### src/hw/rtl/acpu_ram.sv
// ----------------------------------------------------------------------------
// acpu_ram
// Generic single-port synchronous RAM with a registered read.
// ----------------------------------------------------------------------------
`default_nettype none

module acpu_ram #(
  parameter int unsigned WIDTH = 8,
  parameter int unsigned DEPTH = 256
) (
  input  wire logic                     clk_i,
  input  wire logic                     en_i,
  input  wire logic                     we_i,
  input  wire logic [$clog2(DEPTH)-1:0] addr_i,
  input  wire logic [WIDTH-1:0]         wdata_i,
  output logic      [WIDTH-1:0]         rdata_o
);

  logic [WIDTH-1:0] mem_q [DEPTH];

  always_ff @(posedge clk_i) begin
    if (en_i) begin
      if (we_i) begin
        mem_q[addr_i] <= wdata_i;
      end else begin
        rdata_o <= mem_q[addr_i];
      end
    end
  end

endmodule

`default_nettype wire

### config.mk
export PLATFORM = sky130hd
export DESIGN_NAME = acpu_ram
export DESIGN_NICKNAME = d
export VERILOG_FILES = /design/src/hw/rtl/acpu_ram.sv
export SDC_FILE = /design/constraint.sdc
export NUM_CORES = 2
export LEC_CHECK = 0
export BUFFER_PORTS_ARGS = -buffer_cell sky130_fd_sc_hd__clkbuf_2
export CAP_MARGIN = 20
export CORE_UTILIZATION = 55
export DETAILED_ROUTE_END_ITERATION = 8
export GPL_ROUTABILITY_DRIVEN = 0
export PLACE_DENSITY = 0.82
export SETUP_SLACK_MARGIN = 0.1
export SLEW_MARGIN = 20
export SYNTH_ARGS = -nofsm -noshare
export SYNTH_HDL_FRONTEND = slang
export SYNTH_SLANG_ARGS = --single-unit
### constraint.sdc
create_clock -name clk_i -period 4.5 [get_ports clk_i]
set_clock_uncertainty 0.2 [all_clocks]
set_input_delay 0.225 -clock clk_i [delete_from_list [all_inputs] [get_ports clk_i]]
set_output_delay 0.225 -clock clk_i [all_outputs]
set_load 0.03 [all_outputs]
==> metrics.cfg <==
[logic_synthesis]
syn_inst=3526
postSynthAreaPerCell_um2=22.23
synth_area_um2=78380
ys_warn_count=0
yosysSeqAreaShare_pct=78.77
yosys_register_bits=2056
yosysUniqueCellTypes=21
synth_nets=3545

[setup_path]
cp_common_cell=buf_4
r2r_cells=5
end_kind=flop
critPathArrivalTime_ps=3630
required_ps=4830
cp_max_fo=42
critPathLaunchType=input pin
path_cells=buf_8 > buf_12 > buf_4 > buf_4 > mux4_2 > a22oi_1 > a21oi_1 > o41ai_2 > buf_4 > nand4_1
slowest_stage=o41ai_2
max_stage_delay_ps=710
critical_path_class=input pin to flop

[routing]
drc=0
wl_per_cell_um=34.85
wl_um=201200
final_antenna_net_count=0
via_per_inst=6.926
drt_iter0_drc=6529
vias=39980
drtPass1Iterations=8

[run]
drv_cap=0

[timing]
finalWorstSetupSlack_ps=1194
relSlewSlack_pct=15.86
finalHoldViolCount=8
maxSlewViolCount=0
period_minus_slack_ps=3306
hold_ws_ps=-39.28
fmax_mhz=302.5
finalSetupViolations=0
finalCritPeriodShare_pct=73.46
rsz0062_at_grt=false
fin_setup_tns_ps=0
tightestPinTransition_ps=1262

[die]
die-area_um2=144000
rows=138
start_util_pct=55.42
core_area_um2=141400
die_h_um=379.5
die-width_um=379.5
ioPinCount=27

[global_routing]
gr-total-overflow=0
grt_pass1_vias=40880
antenna_found_initial=9
track_usage_pct=28.45
grt_pass1_wl_um=288200
grt_max_degree=158

[power_and_ir_drop]
combPwrFrac_pct=4.7
p_sw_mw=8.182
total_power_mw=38.21
p_leak_nw=26.71
pwr_density_cell_nw_per_um2=435.8
swShare_pct=21.41
peakVddDrop_mv=0.4643
p_seq_share_pct=55.2
internal-power_mw=30.03
power_frac_clock_pct=40.1

[finish]
nets=3752
drive_gt1_share_pct=25.94
fin_area_um2=87670
areaGrowthSynthToFinish_pct=11.86
instances_no_fill=5772

[clocking]
root_buffer=clkbuf_16
clock_latency_ps=830
cts_setup_buffers=0
cts_buffers=190
clock_path_buffers=3
htree_levels=4
cts_tree=yes
clkSinkCount=2056
clk_pin_slew_ps=60

[status]
violations=negative hold slack
outcome=complete, but fails checks

[hold_path]
hold_class=input pin to flop
whs_path_depth=1

[placement]
hpwl_um=110900
placed_area_um2=81780
port_buffers=26
place_ws_ps=257.1
dp.cells=5422

final timing paths:
check        slack, ps       endpoint           from
max reg2reg       1350     rdata_o[5]  mem_q[191][5]
max               1190     rdata_o[6]      addr_i[0]
min reg2reg        870     rdata_o[2]  mem_q[208][2]
min                -40  mem_q[113][7]     wdata_i[7]
final cells by class:
type	instances	area [um2]
flip-flops and latches	2056	61740
fillers	8768	53740
multi-input cells	1245	15730
clock buffers	235	4987
well taps	1890	2365
repair buffers	240	2077
clock inverters	102	768.2
diodes	4	10.01
what timing repair did:
item | CTS | global route
endpoints found under the setup margin | 0 | 0
hold buffers | 7 | 1
gates resized for setup | 0 | 0
endpoints found under the hold margin | 403 | 75
through the flow:
stage / utilization, % / hold slack (ps)
after floorplan: - / 123.9
after global placement: 57.81 / 620.3
after detailed placement: 57.83 / 618.2
after CTS: 61.95 / 12.53
after global routing: 61.99 / 42.41
final: 62.00 / -39.28
critical path, delay by kind of cell:
family,cells,cell delay [ps]
AO/OA/AOI/OAI,3,1150
buffers and inverters,5,1590
multiplexers,1,540
AND/OR/NAND/NOR,1,70
layout by cell type (no fill, tap or decap), types with 16 or more instances in the layout:
cell type,count
a22oi_1,256
clkinv_1,53
clkbuf_16,193
o41ai_1,26
clkbuf_2,16
a21oi_1,128
buf_12,17
mux4_2,512
nor2_1,258
clkbuf_1,42
edfxtp_1,2056
buf_4,187
nand2_1,22
clkinv_2,25
power by group through the flow:
stage               clock network (mW)  registers (mW)  logic, mW
floorplan                            0            21.5      0.906
global placement                     0            21.5       1.64
detailed placement                   0            21.5       1.70
CTS                               15.4            21.1       1.75
global route                      16.0            21.1       1.83
finish                            15.3            21.1       1.78
synth_stat cells:
library cell	n	area, um2
mux4_2	512	11530
clkbuf_1	143	536.8
nor3_1	1	5.000
nand4_1	8	50.05
nor2_1	259	972.2
buf_1	21	78.83
or2_2	1	6.260
edfxtp_1	2056	61740
a21oi_1	128	640.6
o41ai_1	32	280.3
nor2b_1	7	43.79
a22oi_1	256	1922
buf_2	41	205.2
nand2b_1	2	12.51
nand3_1	4	20.02
nand2_1	30	112.6
nor3b_1	2	15.01
and4_1	1	8.760
buf_4	11	82.58
buf_6	9	101.4
and2_1	2	12.51
layer usage:
metal  vias to the layer above  global-route usage (%)  wire, um
met1                     20490                   35.97     65710
met2                      3420                   45.75     98450
met3                       677                   7.585     26660
met4                        14                   14.31     10260
met5                         -                       0        92
li1                      15370                       -         -
flip-flops by register name (all words and copies together), names as in the netlist:
register,count
rdata_o,8
mem_q,2048
cells by family (layout without fill, tap and decap cells):
| logic type | count (synthesis) | count (layout) | synth area share (%) |
|---|---|---|---|
| multiplexers | 512 | 512 | 14.71 |
| AND/OR/NAND/NOR | 317 | 317 | 1.606 |
| flip-flops | 2056 | 2056 | 78.77 |
| buffers and inverters | 225 | 577 | 1.282 |
| AO/OA/AOI/OAI | 416 | 416 | 3.627 |
| other | 0 | 4 | 0 |
(Power assumes the default switching activity.)
