$ cat src/hw/rtl/acpu_pkg.sv
// ----------------------------------------------------------------------------
// acpu_pkg
// Shared types, codes and decode helpers of the accumulator execute unit.
// ----------------------------------------------------------------------------
`default_nettype none

package acpu_pkg;

  // Byte memory size; addresses wrap at this power of two.
  localparam int unsigned MEM_BYTES = 65536;
  localparam int unsigned ADDR_W    = $clog2(MEM_BYTES);

  typedef enum logic [1:0] {
    REQ_EXEC  = 2'd0,
    REQ_WRITE = 2'd1,
    REQ_READ  = 2'd2,
    REQ_NONE  = 2'd3
  } req_e;

  typedef enum logic [1:0] {
    STAT_OK        = 2'd0,
    STAT_BAD_MODE  = 2'd1,
    STAT_STORE_IMM = 2'd2,
    STAT_BAD_OP    = 2'd3
  } status_e;

  localparam logic [1:0] MODE_IMM = 2'd0;
  localparam logic [1:0] MODE_DIR = 2'd1;

  // Instruction codes; from NOTA up, even codes act on A and odd codes on X.
  localparam logic [5:0] MN_BR       = 6'd4;
  localparam logic [5:0] MN_BRLE     = 6'd5;
  localparam logic [5:0] MN_BRLT     = 6'd6;
  localparam logic [5:0] MN_BREQ     = 6'd7;
  localparam logic [5:0] MN_BRNE     = 6'd8;
  localparam logic [5:0] MN_BRGE     = 6'd9;
  localparam logic [5:0] MN_BRGT     = 6'd10;
  localparam logic [5:0] MN_NOTA     = 6'd14;
  localparam logic [5:0] MN_NEGA     = 6'd16;
  localparam logic [5:0] MN_NEGX     = 6'd17;
  localparam logic [5:0] MN_ADDA     = 6'd46;
  localparam logic [5:0] MN_SUBA     = 6'd48;
  localparam logic [5:0] MN_ANDA     = 6'd50;
  localparam logic [5:0] MN_ORA      = 6'd52;
  localparam logic [5:0] MN_CPA      = 6'd54;
  localparam logic [5:0] MN_LDX      = 6'd57;
  localparam logic [5:0] MN_LDBYTEA  = 6'd58;
  localparam logic [5:0] MN_LDBYTEX  = 6'd59;
  localparam logic [5:0] MN_STA      = 6'd60;
  localparam logic [5:0] MN_STX      = 6'd61;
  localparam logic [5:0] MN_STBYTEA  = 6'd62;

  typedef struct packed {
    logic [15:0] acc;
    logic [15:0] idx;
    logic [15:0] pc;
    logic        neg;
    logic        zero;
  } arch_state_t;

  typedef struct packed {
    logic [1:0]  status;
    logic [15:0] acc;
    logic [15:0] idx;
    logic [15:0] pc;
    logic        neg;
    logic        zero;
    logic [7:0]  rbyte;
  } exec_res_t;

  // Memory traffic that one request needs.
  typedef struct packed {
    logic rd_byte;
    logic rd_word;
    logic wr_byte;
    logic wr_word;
  } mem_plan_t;

  function automatic mem_plan_t mem_plan(logic [1:0] req, logic [5:0] mn, logic [1:0] mode);
    mem_plan_t p;
    logic      dir;
    dir = (req == REQ_EXEC) && (mode == MODE_DIR);
    p.rd_word = dir && (mn >= MN_ADDA) && (mn <= MN_LDX);
    p.rd_byte = (dir && (mn >= MN_LDBYTEA) && (mn <= MN_LDBYTEX)) || (req == REQ_READ);
    p.wr_word = dir && (mn >= MN_STA) && (mn <= MN_STX);
    p.wr_byte = (dir && (mn >= MN_STBYTEA)) || (req == REQ_WRITE);
    return p;
  endfunction

endpackage

`default_nettype wire

$ cat src/hw/rtl/acpu_alu.sv
// ----------------------------------------------------------------------------
// acpu_alu
// Executes one request against the register state and the fetched operand.
// ----------------------------------------------------------------------------
`default_nettype none

module acpu_alu
  import acpu_pkg::*;
(
  input  wire logic [1:0]  req_i,
  input  wire logic [5:0]  mnemonic_i,
  input  wire logic [1:0]  opnd_mode_i,
  input  wire logic [15:0] operand_spec_i,
  input  wire logic [15:0] mem_word_i,
  input  wire logic [7:0]  mem_byte_i,
  input  wire arch_state_t state_i,
  output exec_res_t        res_o
);

  logic [15:0] reg_v;
  logic [15:0] opnd;
  logic [15:0] diff;
  logic [15:0] val;
  logic        wr_reg;
  logic        take;

  assign reg_v = mnemonic_i[0] ? state_i.idx : state_i.acc;
  assign opnd  = (opnd_mode_i == MODE_IMM) ? operand_spec_i : mem_word_i;
  assign diff  = reg_v - opnd;

  always_comb begin
    res_o.status = STAT_OK;
    res_o.acc    = state_i.acc;
    res_o.idx    = state_i.idx;
    res_o.pc     = state_i.pc;
    res_o.neg    = state_i.neg;
    res_o.zero   = state_i.zero;
    res_o.rbyte  = 8'd0;
    val          = 16'd0;
    wr_reg       = 1'b0;
    take         = 1'b0;

    case (req_i)
      REQ_EXEC: begin
        if ((mnemonic_i >= MN_BR) && (mnemonic_i <= MN_BRGT)) begin
          if (opnd_mode_i > MODE_DIR) begin
            res_o.status = STAT_BAD_MODE;
          end else begin
            case (mnemonic_i)
              MN_BR:   take = 1'b1;
              MN_BRLE: take = state_i.neg | state_i.zero;
              MN_BRLT: take = state_i.neg;
              MN_BREQ: take = state_i.zero;
              MN_BRNE: take = ~state_i.zero;
              MN_BRGE: take = ~state_i.neg;
              default: take = ~state_i.neg & ~state_i.zero;
            endcase
            if (take) begin
              res_o.pc = operand_spec_i;
            end
          end
        end else if ((mnemonic_i >= MN_NOTA) && (mnemonic_i <= MN_NEGX)) begin
          // NOT and NEG work on the register alone and ignore the mode.
          val    = (mnemonic_i >= MN_NEGA) ? (~reg_v + 16'd1) : ~reg_v;
          wr_reg = 1'b1;
        end else if (mnemonic_i >= MN_STA) begin
          // The memory side of a store is handled by the sequencer.
          if (opnd_mode_i == MODE_IMM) begin
            res_o.status = STAT_STORE_IMM;
          end else if (opnd_mode_i != MODE_DIR) begin
            res_o.status = STAT_BAD_MODE;
          end
        end else if (mnemonic_i >= MN_ADDA) begin
          if (opnd_mode_i > MODE_DIR) begin
            res_o.status = STAT_BAD_MODE;
          end else if (mnemonic_i >= MN_LDBYTEA) begin
            val    = {reg_v[15:8],
                      (opnd_mode_i == MODE_IMM) ? operand_spec_i[7:0] : mem_byte_i};
            wr_reg = 1'b1;
          end else begin
            case ({mnemonic_i[5:1], 1'b0})
              MN_ADDA: begin
                val    = reg_v + opnd;
                wr_reg = 1'b1;
              end
              MN_SUBA: begin
                val    = diff;
                wr_reg = 1'b1;
              end
              MN_ANDA: begin
                val    = reg_v & opnd;
                wr_reg = 1'b1;
              end
              MN_ORA: begin
                val    = reg_v | opnd;
                wr_reg = 1'b1;
              end
              MN_CPA: begin
                res_o.neg  = diff[15];
                res_o.zero = (diff == 16'd0);
              end
              default: begin
                val    = opnd;
                wr_reg = 1'b1;
              end
            endcase
          end
        end else begin
          res_o.status = STAT_BAD_OP;
        end
      end
      REQ_READ: res_o.rbyte = mem_byte_i;
      default: ;
    endcase

    if (wr_reg) begin
      if (mnemonic_i[0]) begin
        res_o.idx = val;
      end else begin
        res_o.acc = val;
      end
      res_o.neg  = val[15];
      res_o.zero = (val == 16'd0);
    end
  end

endmodule

`default_nettype wire

$ cat config.mk
export PLATFORM = sky130hd
export DESIGN_NAME = acpu_alu
export DESIGN_NICKNAME = d
export VERILOG_FILES = /design/src/hw/rtl/acpu_pkg.sv /design/src/hw/rtl/acpu_alu.sv
export SDC_FILE = /design/constraint.sdc
export NUM_CORES = 1
export LEC_CHECK = 0
export BUFFER_PORTS_ARGS = -buffer_cell sky130_fd_sc_hd__buf_2
export CORE_UTILIZATION = 49
export DETAILED_ROUTE_END_ITERATION = 8
export PLACE_DENSITY = 0.8
export RECOVER_POWER = 25
export SYNTH_ARGS = -nofsm -noshare
export SYNTH_HDL_FRONTEND = slang
export SYNTH_SLANG_ARGS = --single-unit
$ cat constraint.sdc
create_clock -name vclk -period 4.4
set_input_delay 0.44 -clock vclk [all_inputs]
set_output_delay 0.44 -clock vclk [all_outputs]
set_load 0.02 [all_outputs]
==> results of run 1 <==
[routing by layer]
metal	up-vias	wire (um)
met3	133	2940
met1	3253	8140
met4	0	1050
met5	-	0
met2	636	9710
li1	3155	-
[cells in the mapped netlist (6+ instances only)]
| library cell | number | share of area [%] |
|---|---|---|
| inv_1 | 55 | 4.2 |
| ha_1 | 49 | 12 |
| nand2_1 | 45 | 3.4 |
| nor2_1 | 45 | 3.4 |
| a21oi_1 | 43 | 4.4 |
| mux2_2 | 42 | 9.6 |
| o21ai_0 | 40 | 4.1 |
| mux2i_1 | 24 | 4.9 |
| clkbuf_1 | 22 | 1.7 |
| xnor2_1 | 21 | 3.7 |
| nand3_1 | 18 | 1.8 |
| and2_1 | 16 | 2.0 |
| nor3_1 | 16 | 1.6 |
| buf_2 | 14 | 1.4 |
| nor2b_1 | 14 | 1.8 |
| a211oi_1 | 13 | 2.0 |
| o211ai_1 | 13 | 2.0 |
| or3_1 | 11 | 1.4 |
| o21ai_1 | 10 | 1.0 |
| a2111oi_0 | 9 | 1.6 |
| nand2b_1 | 9 | 1.1 |
| a21o_1 | 8 | 1.2 |
| nor4_1 | 7 | 0.89 |
| o22ai_1 | 7 | 0.89 |
| a31oi_1 | 6 | 0.76 |
| nand4_1 | 6 | 0.76 |
| nand4b_1 | 6 | 1.1 |
| o21a_1 | 6 | 0.92 |
[cells by family (layout without fill, tap and decap cells)]
family	Yosys count	count (layout)	synth area share (%)
AOI/OAI and AO/OA	227	227	32.8
and+or+nand+nor	223	223	24.7
buffers and inverters	97	370	8.08
muxes	74	74	16.8
adders and majority gates	51	51	13.3
xor gates and xnor gates	24	24	4.28
[what timing repair did]
action	4_1_cts	5_1_grt
setup endpoints to repair	7	14
resized for setup	29	90
buffers inserted	2	16
hold endpoints to repair	0	0
pin swaps	6	36
cloned	0	2
[worst max-delay path, delay by kind of cell]
family,cells,cell delay [ps]
compound gates,7,1860
buf+inv,5,750
simple gates,4,650
fa+ha+maj,1,250
[cell type report]
class                           instances  area [um^2]
Multi-Input combinational cell        599         4990
Inverter                               58          218
Tap cell                              133          166
Timing Repair Buffer                  312         2030
Fill cell                             680         2320
[power by group through the flow]
stage	combinational (mW)	sequential [mW]	clock [mW]
final	1.12	0	0
after floorplan	0.529	0	0
after global placement	0.907	0	0
after global routing	1.18	0	0
after detailed placement	0.921	0	0
after CTS	0.957	0	0
[worst min path at each step]
stage / startpoint / cells after the start / endpoint / slack [ps]
after floorplan: mem_byte_i[0] / 1 / res_o[0] / 1060
after global placement: mem_byte_i[3] / 3 / res_o[3] / 1220
after detailed placement: state_i[9] / 3 / res_o[17] / 1220
after CTS: mem_byte_i[3] / 3 / res_o[3] / 1220
after global routing: state_i[8] / 3 / res_o[16] / 1240
final: state_i[44] / 4 / res_o[52] / 1220
==> flow_summary.yaml, run 1 <==
status:
  status: "finished with violations"
  failed_checks: "negative setup slack"
final_layout:
  area.growth.synth_to_final_pct: 51.0
  layout-drive-gt1-share_pct: 46.1
  design_area_um2: 7410
  mostFrequentLayoutCells: "buf_2, buf_4, inv_1"
  final-seq-area_um2: 0
  fin_util_pct: 76.2
  diodes: 0
  final_common_cell: "buf_2"
  fin_nets: 1122
  fin_cells: 1102
  design.seq.count: 0
  clockBufferCount: 0
power:
  power.switching_mw: 0.605
  internal-power_mw: 0.510
  pwr-share-clk_pct: 0
  sw_frac_of_total_pct: 54.3
  pwr-share-comb_pct: 100.0
  p_leak_nw: 3.38
  ir_worst_vdd_uv: 86.9
  power.density_nw_per_um2: 150
  seqPwrFrac_pct: 0
  total_power_mw: 1.12
grt:
  first_global_vias: 6134
  grt_overflow: 0
  grt_use_total_pct: 38.7
  grt-busiest-layer: "met2"
  grt_max_degree: 21
  antenna_found_initial: 0
  use_met2_pct: 63.0
  grt_pass1_wl_mm: 31.6
  met1_usage_pct: 53.2
  grtUsageMet3_pct: 5.27
synth:
  netlist_area_um2: 4910
  ys_types: 86
  syn_area_per_cell_um2: 7.05
  synth_nets: 847
  yosysSeqAreaShare_pct: 0
  yosysWarnings: 0
  synthCells: 696
die:
  start_util_pct: 50.4
  die_x_um: 102
  die_area_um2: 10400
  pin_count: 160
  design.core.area_um2: 9730
  fp.dieH_um: 102
  rows: 36
worst_setup_path:
  cp_cell_sequence: "buf_2, or2_4, buf_12, a21o_1, buf_4, ha_1, a211oi_2, o21ai_1, a2111oi_4, buf_4, or4_1, a21oi_1, o311a_1, nor2b_4, nand4b_1, o21ai_2, buf_6"
  startpoint: "opnd_mode_i[1]"
  arrival_ps: 3970
  cpMostUsedCell: "buf_4"
  crit_type: "primary input to output port"
  endpoint_kind: "output port"
  cp_max_fo: 5
  startpoint_type: "primary input"
  cpMaxStageDelayCell: "o311a_1"
  crit_path_end: "res_o[8]"
  slowest_delay_ps: 440
  critPathRequiredTime_ps: 3960
detailed_routing:
  num_vias: 7177
  drc: 0
  viasPerCell: 6.51
  dr.first_iter.drc_count: 823
  wl_per_cell_um: 19.8
  final_antenna_net_count: 0
  first_pass_iters: 7
  routed_wl_mm: 21.9
sta:
  maxSlewHeadroom_pct: 28.6
  tns_ps: -8.96
  setup_viol: 1
  period_needed_ps: 4410
  worstMarginPinSlew_ps: 1070
  fin_hold_ws_ps: 1220
  rsz0062_at_grt: "true"
  slew_viol_final: 0
  fmax_ghz: 0.227
  hold_viol: 0
  worst_slack_ps: -8.96
  finalCritPeriodShare_pct: 100
placed_design:
  gp_congestion: 1.03
  portBuffers: 160
  placed_area_um2: 6730
  post-place-cells: 1084
  dp_hpwl_mm: 16.7
  dp_worst_setup_slack_ps: -309
clock_network:
  cts_hold_buf: 0
job:
  maxCapViolations: 0
hold_path:
  min_path_type: "primary input to output port"
Note: power is estimated with default switching activity, not from simulation.
==> inputs of run 2 (changes only) <==
--- a/config.mk
+++ b/config.mk
@@ -6,6 +6,7 @@
 export NUM_CORES = 1
 export LEC_CHECK = 0
 export BUFFER_PORTS_ARGS = -buffer_cell sky130_fd_sc_hd__buf_2
+export CORE_MARGIN = 2
 export CORE_UTILIZATION = 49
 export DETAILED_ROUTE_END_ITERATION = 8
 export PLACE_DENSITY = 0.8
==> flow_summary.yaml, run 2 (synthesis results as in run 1) <==
placed_design:
  placed_area_um2: 6750
  dp_hpwl_mm: 17.4
  portBuffers: 160
  dp_worst_setup_slack_ps: -168
  post-place-cells: 1087
  gp_congestion: 1.03
detailed_routing:
  first_pass_iters: 9
  routed_wl_mm: 24.0
  final_antenna_net_count: 0
  num_vias: 7391
  met3_length_mm: 3.27
  viasPerCell: 6.70
  dr.first_iter.drc_count: 1064
  wl_met2_mm: 10.4
  wl_met1_mm: 8.61
  wl_per_cell_um: 21.7
  drc: 1
  top_layer: "met4"
sta:
  worst_slack_ps: 1.98
  period_needed_ps: 4400
  setup_viol: 0
  fmax_ghz: 0.227
  worstMarginPinSlew_ps: 1020
  maxSlewHeadroom_pct: 31.7
  slew_viol_final: 0
  finalCritPeriodShare_pct: 100
  hold_viol: 0
final_layout:
  design_area_um2: 7410
  final-seq-area_um2: 0
  fin_nets: 1122
  clockBufferCount: 0
  area.growth.synth_to_final_pct: 51.0
  n_fill_cell: 671
  fin_cells: 1103
  mostFrequentLayoutCells: "buf_2, buf_4, inv_1"
  layout-drive-gt1-share_pct: 45.1
  design.seq.count: 0
  final_common_cell: "buf_2"
die:
  pin_count: 160
  die_x_um: 104
  rows: 36
  fp.dieH_um: 104
  design.core.area_um2: 9730
  die_area_um2: 10800
  start_util_pct: 50.4
worst_setup_path:
  path_buf_inv: 5
  cp_cell_sequence: "buf_2, or2_4, buf_12, a21o_1, buf_4, ha_1, a211oi_4, or3_1, a21oi_1, a211oi_2, o221ai_1, or4_1, nor4_2, buf_4, nand4b_1, o21ai_2, buf_6"
  crit_type: "primary input to output port"
  critPathRequiredTime_ps: 3960
  arrival_ps: 3960
  startpoint_type: "primary input"
  cp_max_fo: 5
  cpMostUsedCell: "buf_4"
  endpoint_kind: "output port"
  crit_family: "compound AO/OA/AOI/OAI gates"
  slowest_delay_ps: 490
  cpMaxStageDelayCell: "or4_1"
status:
  status: "finished with violations"
  failed_checks: "design-rule violations"
power:
  ir_worst_vdd_uv: 91.8
  power.density_nw_per_um2: 150
  total_power_mw: 1.11
  p_leak_nw: 3.37
clock_network:
  cts_hold_buf: 0
job:
  maxCapViolations: 0
grt:
  grt_use_total_pct: 36.8
  antenna_found_initial: 1
  first_global_vias: 6574
  grt_pass1_wl_mm: 32.9
  grt_max_degree: 20
  grt_overflow: 0
hold_path:
  min_path_type: "primary input to output port"
==> run 2: changes by cell type in the layout (fill, tap and decap cells not counted), sizes merged <==
| cell | before | now |
|---|---|---|
| diode | 0 | 1 |
==> run 2: path summary, 6_finish.rpt <==
check | from | slack (ps) | to | cells after the start
worst min-delay path | state_i[2] | 1230 | res_o[10] | 3
worst max-delay path | opnd_mode_i[1] | 2 | res_o[8] | 17
==> run 2: cell type report <==
class | instances | area (um^2) | area share [%]
Inverter | 58 | 218 | 2.94
Multi-Input combinational cell | 599 | 5000 | 67.4
Timing Repair Buffer | 312 | 2030 | 27.3
Tap cell | 133 | 166 | 2.25
Antenna cell | 1 | 2.50 | 0.0338
==> run 2: power by group <==
part / switching, mW / internal (mW) / total, mW
registers: 0 / 0 / 0
logic: 0.611 / 0.498 / 1.11
clock network: 0 / 0.0000000304 / 0.0000000304
total: 0.611 / 0.498 / 1.11
==> run 2: tightest hold or removal path: cells and delay by family <==
kind | cells | cell delay [ps]
buffers and inverters | 2 | 220
muxes | 1 | 120
==> run 2: metal layers <==
layer	vias to the layer above	global-route usage, %
li1	3168	-
met1	3360	47.1
met2	662	60.5
met3	201	9.21
met4	0	11.4
met5	-	0
==> run 2: through the flow <==
| step | util (%) | hold WS (ps) | TNS [ps] |
|---|---|---|---|
| detailed placement | 69.4 | 1220 | -332 |
| global placement | 69.4 | 1220 | -151 |
| global route | 76.2 | 1240 | -186 |
| CTS | 69.9 | 1230 | -42.6 |
| finish | 76.2 | 1230 | 0 |
| floorplan | - | 1060 | 0 |
==> run 2: what timing repair did <==
| item | in CTS | in global routing |
|---|---|---|
| cloned | 0 | 2 |
| setup endpoints to repair | 6 | 20 |
| pin swaps | 1 | 33 |
| setup buffers | 0 | 14 |
| gates resized for setup | 12 | 98 |
